## src/arot_pkg.sv

```systemverilog
// Shared types and constants for the address range offset table.
// No dependencies.
package arot_pkg;

    localparam int ADDR_W = 64;
    localparam int PERM_W = 8;
    localparam int SLOT_OUT_W = 4;

    typedef enum logic [1:0] {
        OP_ADD    = 2'd0,
        OP_REMOVE = 2'd1,
        OP_LOOKUP = 2'd2,
        OP_NONE   = 2'd3
    } op_t;

    typedef struct packed {
        logic [ADDR_W-1:0] rbegin;
        logic [ADDR_W-1:0] rend;
        logic [ADDR_W-1:0] offset;
        logic [PERM_W-1:0] perms;
    } entry_t;

    typedef struct packed {
        logic              status;
        logic              hit;
        logic [SLOT_OUT_W-1:0] entry_slot;
        logic [ADDR_W-1:0] translated_offset;
        logic [PERM_W-1:0] hit_perms;
    } result_t;

    localparam int RESULT_W = $bits(result_t);

endpackage

```

## src/arot_mem.sv

```systemverilog
// Range entry memory: one write port, one registered read port.
// Depends on arot_pkg.
module arot_mem
    import arot_pkg::*;
#(
    parameter int DEPTH = 16,
    parameter int IDX_W = 4
)
(
    input  logic             clk,
    input  logic             wr_en,
    input  logic [IDX_W-1:0] wr_addr,
    input  entry_t           wr_data,
    input  logic [IDX_W-1:0] rd_addr,
    output entry_t           rd_data
);

    entry_t mem [DEPTH];

    always_ff @(posedge clk)
    begin
        if (wr_en)
        begin
            mem[wr_addr] <= wr_data;
        end
        rd_data <= mem[rd_addr];
    end

endmodule

```

## src/arot_ctrl.sv

```systemverilog
// Sequencer: count pass, clip pass, insert and answer over the entry memory.
// Depends on arot_pkg and arot_mem.
module arot_ctrl
    import arot_pkg::*;
#(
    parameter int DEPTH = 16,
    parameter int IDX_W = 4
)
(
    input  logic       clk,
    input  logic       rst_n,
    input  logic       start,
    input  op_t        op,
    input  logic [ADDR_W-1:0] rb,
    input  logic [ADDR_W-1:0] re,
    input  logic [ADDR_W-1:0] roff,
    input  logic [PERM_W-1:0] rperm,
    input  logic [ADDR_W-1:0] laddr,
    output logic       busy,
    output logic       done,
    output result_t    result
);

    typedef enum logic [6:0] {
        S_IDLE  = 7'b0000001,
        S_COUNT = 7'b0000010,
        S_CHECK = 7'b0000100,
        S_CLIP  = 7'b0001000,
        S_SPLIT = 7'b0010000,
        S_ADD   = 7'b0100000,
        S_DONE  = 7'b1000000
    } state_t;

    localparam int CNT_W = IDX_W + 2;

    state_t              state_reg, state_next;
    op_t                 op_reg;
    logic [ADDR_W-1:0]   b_reg, e_reg, off_reg, a_reg;
    logic [PERM_W-1:0]   perm_reg;
    logic [DEPTH-1:0]    valid_reg, valid_next;
    logic [IDX_W:0]      idx_reg, idx_next;
    logic                rd_ok_reg;
    logic [IDX_W-1:0]    rd_idx_reg;
    logic [CNT_W-1:0]    cnt_reg, cnt_next;
    logic                split_reg, split_next;
    entry_t              split_e_reg, split_e_next;
    result_t             res_reg, res_next;
    logic                found_reg, found_next;

    logic                wr_en;
    logic [IDX_W-1:0]    wr_addr;
    entry_t              wr_data, rd_data;
    logic [IDX_W-1:0]    rd_addr;
    logic [IDX_W-1:0]    free_idx;
    logic                vbit, ov, cut_front, cut_back;
    logic [ADDR_W-1:0]   b_sw, e_sw;

    arot_mem #(.DEPTH(DEPTH), .IDX_W(IDX_W)) u_mem (
        .clk     (clk),
        .wr_en   (wr_en),
        .wr_addr (wr_addr),
        .wr_data (wr_data),
        .rd_addr (rd_addr),
        .rd_data (rd_data)
    );

    assign rd_addr = idx_reg[IDX_W-1:0];
    assign busy    = (state_reg != S_IDLE);
    assign done    = (state_reg == S_DONE);
    assign result  = res_reg;

    always_comb
    begin
        free_idx = '0;
        for (int i = DEPTH - 1; i >= 0; i--)
        begin
            if (!valid_reg[i])
            begin
                free_idx = IDX_W'(i);
            end
        end
    end

    assign vbit      = valid_reg[rd_idx_reg];
    assign ov        = vbit && (rd_data.rbegin < e_reg) && (rd_data.rend > b_reg);
    assign cut_front = rd_data.rbegin < b_reg;
    assign cut_back  = e_reg < rd_data.rend;
    assign b_sw      = (rb > re) ? re : rb;
    assign e_sw      = (rb > re) ? rb : re;

    always_comb
    begin
        state_next   = state_reg;
        valid_next   = valid_reg;
        idx_next     = idx_reg;
        cnt_next     = cnt_reg;
        split_next   = split_reg;
        split_e_next = split_e_reg;
        res_next     = res_reg;
        found_next   = found_reg;
        wr_en        = 1'b0;
        wr_addr      = rd_idx_reg;
        wr_data      = rd_data;
        unique case (state_reg)
            S_IDLE:
            begin
                if (start)
                begin
                    res_next   = '0;
                    cnt_next   = '0;
                    split_next = 1'b0;
                    found_next = 1'b0;
                    idx_next   = '0;
                    if (op == OP_LOOKUP || op == OP_ADD
                        || (op == OP_REMOVE && rb < re))
                    begin
                        if (op == OP_ADD && rb == re)
                        begin
                            state_next = S_DONE;
                        end
                        else
                        begin
                            state_next = S_COUNT;
                        end
                    end
                    else
                    begin
                        state_next = S_DONE;
                    end
                end
            end
            S_COUNT:
            begin
                if (idx_reg != (IDX_W+1)'(DEPTH))
                begin
                    idx_next = idx_reg + 1'b1;
                end
                if (rd_ok_reg)
                begin
                    if (op_reg == OP_LOOKUP)
                    begin
                        if (!found_reg && vbit && rd_data.rbegin <= a_reg
                            && a_reg < rd_data.rend)
                        begin
                            found_next           = 1'b1;
                            res_next.hit         = 1'b1;
                            res_next.entry_slot  = SLOT_OUT_W'(rd_idx_reg);
                            res_next.translated_offset =
                                rd_data.offset + (a_reg - rd_data.rbegin);
                            res_next.hit_perms   = rd_data.perms;
                        end
                    end
                    else if (vbit)
                    begin
                        if (!ov)
                        begin
                            cnt_next = cnt_reg + 1'b1;
                        end
                        else if (cut_front)
                        begin
                            cnt_next = cnt_reg + (cut_back ? CNT_W'(2) : CNT_W'(1));
                        end
                        else if (cut_back)
                        begin
                            cnt_next = cnt_reg + 1'b1;
                        end
                    end
                    if (rd_idx_reg == IDX_W'(DEPTH - 1))
                    begin
                        idx_next   = '0;
                        state_next = (op_reg == OP_LOOKUP) ? S_DONE : S_CHECK;
                    end
                end
            end
            S_CHECK:
            begin
                if ({1'b0, cnt_reg} + ((op_reg == OP_ADD) ? (CNT_W+1)'(1) : (CNT_W+1)'(0))
                    > (CNT_W+1)'(DEPTH))
                begin
                    res_next.status = 1'b1;
                    state_next      = S_DONE;
                end
                else
                begin
                    idx_next   = '0;
                    state_next = S_CLIP;
                end
            end
            S_CLIP:
            begin
                if (idx_reg != (IDX_W+1)'(DEPTH))
                begin
                    idx_next = idx_reg + 1'b1;
                end
                if (rd_ok_reg)
                begin
                    if (ov)
                    begin
                        wr_en = 1'b1;
                        if (cut_front)
                        begin
                            if (cut_back)
                            begin
                                split_next          = 1'b1;
                                split_e_next.rbegin = e_reg;
                                split_e_next.rend   = rd_data.rend;
                                split_e_next.offset =
                                    rd_data.offset + (e_reg - rd_data.rbegin);
                                split_e_next.perms  = rd_data.perms;
                            end
                            wr_data.rend = b_reg;
                        end
                        else if (cut_back)
                        begin
                            wr_data.offset = rd_data.offset + (e_reg - rd_data.rbegin);
                            wr_data.rbegin = e_reg;
                        end
                        else
                        begin
                            wr_en                  = 1'b0;
                            valid_next[rd_idx_reg] = 1'b0;
                        end
                    end
                    if (rd_idx_reg == IDX_W'(DEPTH - 1))
                    begin
                        state_next = S_SPLIT;
                    end
                end
            end
            S_SPLIT:
            begin
                if (split_reg)
                begin
                    wr_en                = 1'b1;
                    wr_addr              = free_idx;
                    wr_data              = split_e_reg;
                    valid_next[free_idx] = 1'b1;
                end
                state_next = (op_reg == OP_ADD) ? S_ADD : S_DONE;
            end
            S_ADD:
            begin
                wr_en                = 1'b1;
                wr_addr              = free_idx;
                wr_data.rbegin       = b_reg;
                wr_data.rend         = e_reg;
                wr_data.offset       = off_reg;
                wr_data.perms        = perm_reg;
                valid_next[free_idx] = 1'b1;
                state_next           = S_DONE;
            end
            S_DONE:
            begin
                state_next = S_IDLE;
            end
            default:
            begin
                state_next = S_IDLE;
            end
        endcase
    end

    always_ff @(posedge clk or negedge rst_n)
    begin
        if (!rst_n)
        begin
            state_reg <= S_IDLE;
            valid_reg <= '0;
            idx_reg   <= '0;
            rd_ok_reg <= 1'b0;
            cnt_reg   <= '0;
            split_reg <= 1'b0;
            found_reg <= 1'b0;
        end
        else
        begin
            state_reg <= state_next;
            valid_reg <= valid_next;
            idx_reg   <= idx_next;
            rd_ok_reg <= (state_reg == S_COUNT || state_reg == S_CLIP)
                         && (idx_reg != (IDX_W+1)'(DEPTH))
                         && (state_next == state_reg);
            cnt_reg   <= cnt_next;
            split_reg <= split_next;
            found_reg <= found_next;
        end
    end

    always_ff @(posedge clk)
    begin
        rd_idx_reg  <= idx_reg[IDX_W-1:0];
        split_e_reg <= split_e_next;
        res_reg     <= res_next;
        if (start && state_reg == S_IDLE)
        begin
            op_reg   <= op;
            b_reg    <= (op == OP_ADD) ? b_sw : rb;
            e_reg    <= (op == OP_ADD) ? e_sw : re;
            off_reg  <= roff;
            perm_reg <= rperm;
            a_reg    <= laddr;
        end
    end

endmodule

```

## config.mk

```make
export PLATFORM = sky130hd
export DESIGN_NAME = arot_ctrl
export DESIGN_NICKNAME = d
export VERILOG_FILES = /design/src/arot_pkg.sv /design/src/arot_mem.sv /design/src/arot_ctrl.sv
export SDC_FILE = /design/constraint.sdc
export NUM_CORES = 2
export LEC_CHECK = 0
export BUFFER_PORTS_ARGS = -buffer_cell sky130_fd_sc_hd__buf_2
export CELL_PAD_IN_SITES_DETAIL_PLACEMENT = 0
export CELL_PAD_IN_SITES_GLOBAL_PLACEMENT = 1
export CORE_MARGIN = 8
export CORE_UTILIZATION = 41
export CTS_CLUSTER_SIZE = 12
export DETAILED_ROUTE_END_ITERATION = 10
export MAX_ROUTING_LAYER = met4
export PLACE_DENSITY = 0.59
export SYNTH_ARGS = -nofsm -noshare
export SYNTH_HDL_FRONTEND = slang
export SYNTH_SLANG_ARGS = --single-unit
```

## constraint.sdc

```tcl
create_clock -name clk -period 20.8 [get_ports clk]
set_clock_uncertainty 0.2 [all_clocks]
set_input_delay 4.16 -clock clk [delete_from_list [all_inputs] [get_ports clk]]
set_output_delay 4.16 -clock clk [all_outputs]
set_load 0.03 [all_outputs]
```

# Word-level counts from Yosys, hierarchy flattened
# Memory sizes are Yosys's and may differ from the RTL's. A register that Yosys moved wholly into a read port is not among the register bits.
# Cells that the tools add are included.
# totals
inputBits	269
ram_bits	3200
n_memories	1
reg_bits	585
output_inout_bits	80
# memory_table
memory	words	word_bits	read_ports	rd_clocked_by_memory_dff	write_ports	line	source
u_mem.mem	16	200	1	1	1	arot_mem.sv:18	entry_t mem [DEPTH];
# op_classes
bitwise	3
magnitude_cmp	13
n_eq_ne	31
reduce_logical	30
n_mux	96
add_sub_neg	8
# op_table
op	n
two-way mux 64 bit	9
one-hot mux 192 bit (3 select lines)	1
two-way mux 192 bit	2
< comparator 64 bit	5
two-way mux 77 bit	3
two-way mux 200 bit	1
one-hot mux 77 bit (2 select lines)	1
adder 64 bit	2
> comparator 64 bit	2
subtractor 64 bit	2
two-way mux 16 bit	5
two-way mux 78 bit	1
two-way mux 7 bit	10
two-way mux 4 bit	17
== test 64 bit	1
less-or-equal comparator 64 bit	1
one-hot mux 16 bit (3 select lines)	1
two-way mux 6 bit	7
one-hot mux 7 bit (6 select lines)	1
!= test 2 bit, second input constant	15
two-way mux 5 bit	5
two-way mux 1 bit	20
one-hot mux 5 bit (4 select lines)	1
AND reduction 6 bit	3
other kinds (41)	65

# Depth between registers and ports, before layout
# logic_depth
depth_word	23
mapped_depth	16
ltp_nobuf	16

# Hierarchy
# Synthesis repeated with hierarchy kept, for this count alone.
# hier_totals
cells_unflattened	9987
hier_area_um2	170667.4
# modules_own_cells
module	instances	area_each_um2	cells_each
arot_mem	1	123927.6	5216
arot_ctrl	1	46739.8	4771

# Worst setup path after synthesis
# OpenSTA, ideal clock, no wires.
# synth_timing
path_type	register to register
startpoint	register e_reg[29]
endpoint	register split_e_reg[0] (netlist name) (enable)
path_buffers	0
synth_period_minus_slack_ns	17.064
path_stages_with_launch	11
arrival_time_ns	15.857
slack_ns	3.736
path_cell_list	edfxtp_1 > inv_1 > ha_1 > and4_1 > and4_1 > a32o_1 > a211oi_1 > o21ai_0 > a211oi_4 > nand2_1 > nor3_1
# synth_via
elab_chain_cells	4
elab_cells_between_ends	5
cone_classes	order compare: 2; reduce/logical: 3
# synth_lines
element	line	source
start, declared	arot_ctrl.sv:38	logic [ADDR_W-1:0] b_reg, e_reg, off_reg, a_reg;
start signal, assigned	arot_ctrl.sv:298	e_reg <= (op == OP_ADD) ? e_sw : re;
< comparator 64 bit	arot_ctrl.sv:85	assign ov = vbit && (rd_data.rbegin < e_reg) && (rd_data.rend > b_reg);
logical AND 1 bit (2 in a row)	arot_ctrl.sv:85	
AND reduction 5 bit (no line) (*)	-	
end signal, assigned	arot_ctrl.sv:292	split_e_reg <= split_e_next;
end, declared	arot_ctrl.sv:46	entry_t split_e_reg, split_e_next;
# Every way passes the cells marked *; elsewhere a longest branch is shown, timed or not.
# A chain may end at the register's enable or synchronous reset.

# Worst setup path in the final report
# layout_timing
startpoint	register b_reg[54]
endpoint	memory u_mem.mem[12][148] (netlist name) (enable)
# layout_via
elab_chain_cells	7
elab_cells_between_ends	9
cone_classes	order compare: 2; mux: 6; reduce/logical: 1
# layout_lines
element	line	source
start, declared	arot_ctrl.sv:38	
start signal, assigned	arot_ctrl.sv:297	b_reg <= (op == OP_ADD) ? b_sw : rb;
< comparator 64 bit / > comparator 64 bit (equally long branches)	arot_ctrl.sv:86, arot_ctrl.sv:85	
two-way mux 1 bit / logical AND 1 bit (equally long branches)	arot_ctrl.sv:200, arot_ctrl.sv:85	
two-way mux 1 bit (*)	arot_ctrl.sv:197	if (ov)
two-way mux 1 bit (*)	arot_ctrl.sv:195	if (rd_ok_reg)
one-hot mux 1 bit (3 select lines) (*)	arot_ctrl.sv:104	unique case (state_reg)
two-way mux 1 bit (*)	arot_mem.sv:22	if (wr_en)
two-way mux 1 bit (implied by the code) (*)	arot_mem.sv:24	mem[wr_addr] <= wr_data;
end, declared	arot_mem.sv:18	
# Marks and branches as above.

==> impl_summary.log <==
[metrics] outcome: complete, but fails checks
[metrics] failing checks: antenna rules
[metrics] clock root buffer: sky130_fd_sc_hd__clkbuf_16
[metrics] EDFF count, synth: about 3700
[metrics] overall die height: around 670 um
[metrics] crit share post-route: a little over two fifths
[metrics] count of antenna-violating nets left after detailed routing: 1
[metrics] DRT Pass-1 Iters: 6
[metrics] sequential share of power: about two fifths
[metrics] pin count of the biggest net entering global routing: 133
[metrics] total number of yosys warnings: 0
[metrics] number of buffers inserted by port buffering: roughly 350
[metrics] number of global-route vias before repair: approximately 100k
[metrics] nets@finish: about 12000
[metrics] Crit Path Class: reg2reg
[metrics] I/O pins: between 300 and 400
[metrics] met3 routed WL: roughly 38 mm
[metrics] detailed-route DRC error count: 0
[metrics] number of inserted filler cells in the final layout: approximately 36000
[metrics] area of combinational cells with multiple inputs: approximately 0.051 mm2
[metrics] Core Util, Final: between 40% and 50%
[metrics] total routed wirelength: slightly below 600 mm
[metrics] TNS Setup: 0 ns
[metrics] ys flop type: sky130_fd_sc_hd__edfxtp_1
[metrics] fraction of synthesized cell area taken by the top area cell type: roughly two thirds
[metrics] slew margin rel.: between 3 and 4%
[metrics] Area Growth Syn to Fin: 13.3%
[metrics] Largest register FFs: 3200
[metrics] most common library cell in the layout ignoring fill and taps: sky130_fd_sc_hd__edfxtp_1
[metrics] share of post-route cells with drive strength above 1: between 15 and 20%
[metrics] CTS buffer count: around 430
[metrics] share of the yosys chip area belonging to registers: between 60 and 70%
[metrics] total count of hold-check failures in the final report: 0
[metrics] leakage power: approximately 67 nW
[metrics] actual transition at the worst max-transition pin: about 1.4 ns
[metrics] cell types with the largest area share after synthesis: sky130_fd_sc_hd__edfxtp_1 65%, sky130_fd_sc_hd__mux4_2 5.2%, sky130_fd_sc_hd__ha_1 4.2%
[metrics] # hold bufs at CTS: 0
[metrics] final setup vio count: 0
[metrics] Die Area: approximately 0.44 mm2
[metrics] area used by sequential logic in the layout: about 0.12 mm2
[metrics] worst-path fanout max: 34
[metrics] Required @ worst endpoint: around 21 ns
[metrics] area of the placeable core: 0.420 mm2
[metrics] internal power contribution: approximately 17 mW
[metrics] Synth Cell Area: around 0.17 mm2
[metrics] mean cell area of the mapped netlist: between 15 and 20 um2
[metrics] post-layout minimum cycle time: about 8.9 ns
[metrics] reported net switching power: about 9.1 mW
[metrics] min-delay worst type: reg2reg
[metrics] global-route wire length before repair: 814 mm
[metrics] number of different library cells in the post-synthesis netlist: a little over 80
[metrics] overall via count from detail_route: 104000
[metrics] detailed-route wire length per cell: 33.5 um
[metrics] wire length on met2: around 270 mm
[metrics] RSZ-0062 raised after global routing: false
[metrics] synthesis-stage register bit count: 3985
[metrics] count of pins over their slew limit: 0
[metrics] global route overflow: 0
[metrics] switching power share of the total: a little over a third
[metrics] cell area power density: roughly 130 mW/mm2
[metrics] Max IR drop VDD: around 97 uV
[metrics] Crit path arrival time: ~9.3 ns
[metrics] synthesized net count: 12000
[metrics] design area: between 0.15 and 0.2 mm2
[metrics] total half-perimeter wirelength after legalization and detailed placement: approximately 370 mm
[metrics] most used cells in the layout excluding fill and tap cells: 3744 x sky130_fd_sc_hd__edfxtp_1, 774 x sky130_fd_sc_hd__o21ai_0, 705 x sky130_fd_sc_hd__inv_1
[metrics] vias per cell: ~6
[metrics] depth of the CTS H-tree: 5
[metrics] CTS tree: done
[metrics] clock transition at the registers of the reported paths: around 0.060 ns
[metrics] gpl congestion: about 0.91
[metrics] Post-CTS Resized: 0
[metrics] number of antenna violations at the first check in global routing: 36
[metrics] worst skew pair latency: 1.03 ns
[metrics] GR Util All Layers: between 20% and 30%
[metrics] maximum capacitance violations: 0
[metrics] critical path endpoint category: flip-flop
[metrics] count of buffers added by post-CTS timing repair for setup: 0
[metrics] area post-placement: 0.182 mm2
[metrics] cell taking the most area after synthesis: sky130_fd_sc_hd__edfxtp_1
[metrics] x dimension of the die: around 670 um
[metrics] clock power share: 29.1%
[metrics] initial cell density of the core: 41.2%
[metrics] number of clock sinks seen by CTS: about 4000
[metrics] kind of launch point of the worst setup path: flip-flop
[metrics] row cnt: roughly 240
[metrics] violation count after the first detailed-routing iteration: approximately 12000
[metrics] clk buf depth: 4
[metrics] combinational cell fraction of total power: between 30% and 40%
[metrics] Highest Clock Rate: roughly 110 MHz
[metrics] async set-reset flop share out of synthesis: less than 1%
[metrics] uppermost metal layer occupied by signal nets: met4
[metrics] Post-Syn Instances: 11000
[metrics] routed metal-1 wirelength: 260 mm
cells by family (layout without fill, tap and decap cells):
group	Yosys count	after routing	synth area share, %
buffers and inverters	1207	2055	2.64
DFF	3985	3985	67.8
and+or+nand+nor	1261	1261	3.33
muxes	1366	1366	11.1
other	0	25	0
AOI/OAI and AO/OA	2378	2378	8.92
adders and majority gates	705	705	5.65
xor gates and xnor gates	115	115	0.582
power by group through the flow:
| stage | registers, mW | logic [mW] | clock network (mW) |
|---|---|---|---|
| 2_1_floorplan | 10.2 | 5.23 | 0 |
| 3_3_place_gp | 10.4 | 8.11 | 0 |
| 3_5_place_dp | 10.4 | 8.20 | 0 |
| 4_1_cts | 10.2 | 8.24 | 7.71 |
| 5_1_grt | 10.2 | 8.90 | 8.02 |
| 6_report | 10.2 | 8.30 | 7.59 |
worst max-delay path, stage by stage (launching register included):
cell,delay [ns]
sky130_fd_sc_hd__edfxtp_1,0.47
sky130_fd_sc_hd__inv_1,0.15
sky130_fd_sc_hd__ha_1,0.36
sky130_fd_sc_hd__nand4_1,0.11
sky130_fd_sc_hd__nor3_1,0.65
sky130_fd_sc_hd__nand4b_1,0.76
sky130_fd_sc_hd__a311oi_1,0.81
sky130_fd_sc_hd__a2111oi_1,0.27
sky130_fd_sc_hd__a211oi_4,0.22
sky130_fd_sc_hd__buf_4,0.27
sky130_fd_sc_hd__nand2_1,0.25
sky130_fd_sc_hd__o31ai_1,0.37
sky130_fd_sc_hd__nand3_1,0.38
sky130_fd_sc_hd__nor2_4,0.90
sky130_fd_sc_hd__buf_4,0.65
sky130_fd_sc_hd__buf_4,0.75
sky130_fd_sc_hd__buf_4,0.72
through the flow:
| step | std cells | worst slack, ns | power (mW) | hold slack (ns) |
|---|---|---|---|---|
| 3_3_place_gp | 16700 | 10.76 | 18.5 | 0.235 |
| 6_report | 17500 | 11.88 | 26.1 | 0.257 |
| 5_1_grt | 17500 | 11.76 | 27.1 | 0.276 |
| 3_5_place_dp | 16700 | 11.11 | 18.6 | 0.249 |
| 4_1_cts | 17500 | 11.92 | 26.2 | 0.262 |
| 2_1_floorplan | 11000 | 3.74 | 15.4 | 0.145 |
path summary, 6_finish.rpt:
path	depth (start not counted)	slack [ns]	endpoint	start
worst max register to register	16	11.88	u_mem.mem[12][148]$_DFFE_PP_	b_reg[54]$_DFFE_PP_
worst max-delay path	16	11.88	u_mem.mem[12][148]$_DFFE_PP_	b_reg[54]$_DFFE_PP_
max in group asynchronous	2	16.83	idx_reg[3]$_DFFE_PN0P_	rst_n
min in group asynchronous	2	3.08	cnt_reg[1]$_DFFE_PN0P_	rst_n
worst min-delay path	0	0.26	split_e_reg[6]$_DFFE_PP_	u_mem.rd_data[6]$_DFF_P_
worst min register to register	0	0.26	split_e_reg[6]$_DFFE_PP_	u_mem.rd_data[6]$_DFF_P_
metal layers:
layer  GRT usage [%]  vias to the layer above
met3            3.32                      743
met2            40.8                     4150
met1            37.1                    54800
met5               -                        -
met4            7.67                        0
li1                -                    44200
synthesized netlist by cell type (83+ instances only):
cell type,number
sky130_fd_sc_hd__inv_1,706
sky130_fd_sc_hd__a21oi_1,522
sky130_fd_sc_hd__nor2_1,235
sky130_fd_sc_hd__a221oi_1,223
sky130_fd_sc_hd__a22oi_1,217
sky130_fd_sc_hd__a21o_1,153
sky130_fd_sc_hd__nand2_1,586
sky130_fd_sc_hd__o21ai_0,777
sky130_fd_sc_hd__a221o_1,181
sky130_fd_sc_hd__buf_1,87
sky130_fd_sc_hd__dfxtp_1,204
sky130_fd_sc_hd__mux2_2,329
sky130_fd_sc_hd__clkbuf_1,391
sky130_fd_sc_hd__mux2i_1,633
sky130_fd_sc_hd__mux4_2,402
sky130_fd_sc_hd__ha_1,578
sky130_fd_sc_hd__fa_1,127
sky130_fd_sc_hd__edfxtp_1,3744
sky130_fd_sc_hd__nand3_1,83
sky130_fd_sc_hd__nand4_1,106
final cells by class:
cell class	instances	share of cell area (%)
inverters	706	1.35
repair buffers	553	1.82
well taps	5640	3.60
flip-flops and latches	3985	59.9
multi-input cells	5825	26.2
diodes	25	0.0319
clock buffers	650	6.23
clock inverters	146	0.885
Power figures use the tool's default switching activity.
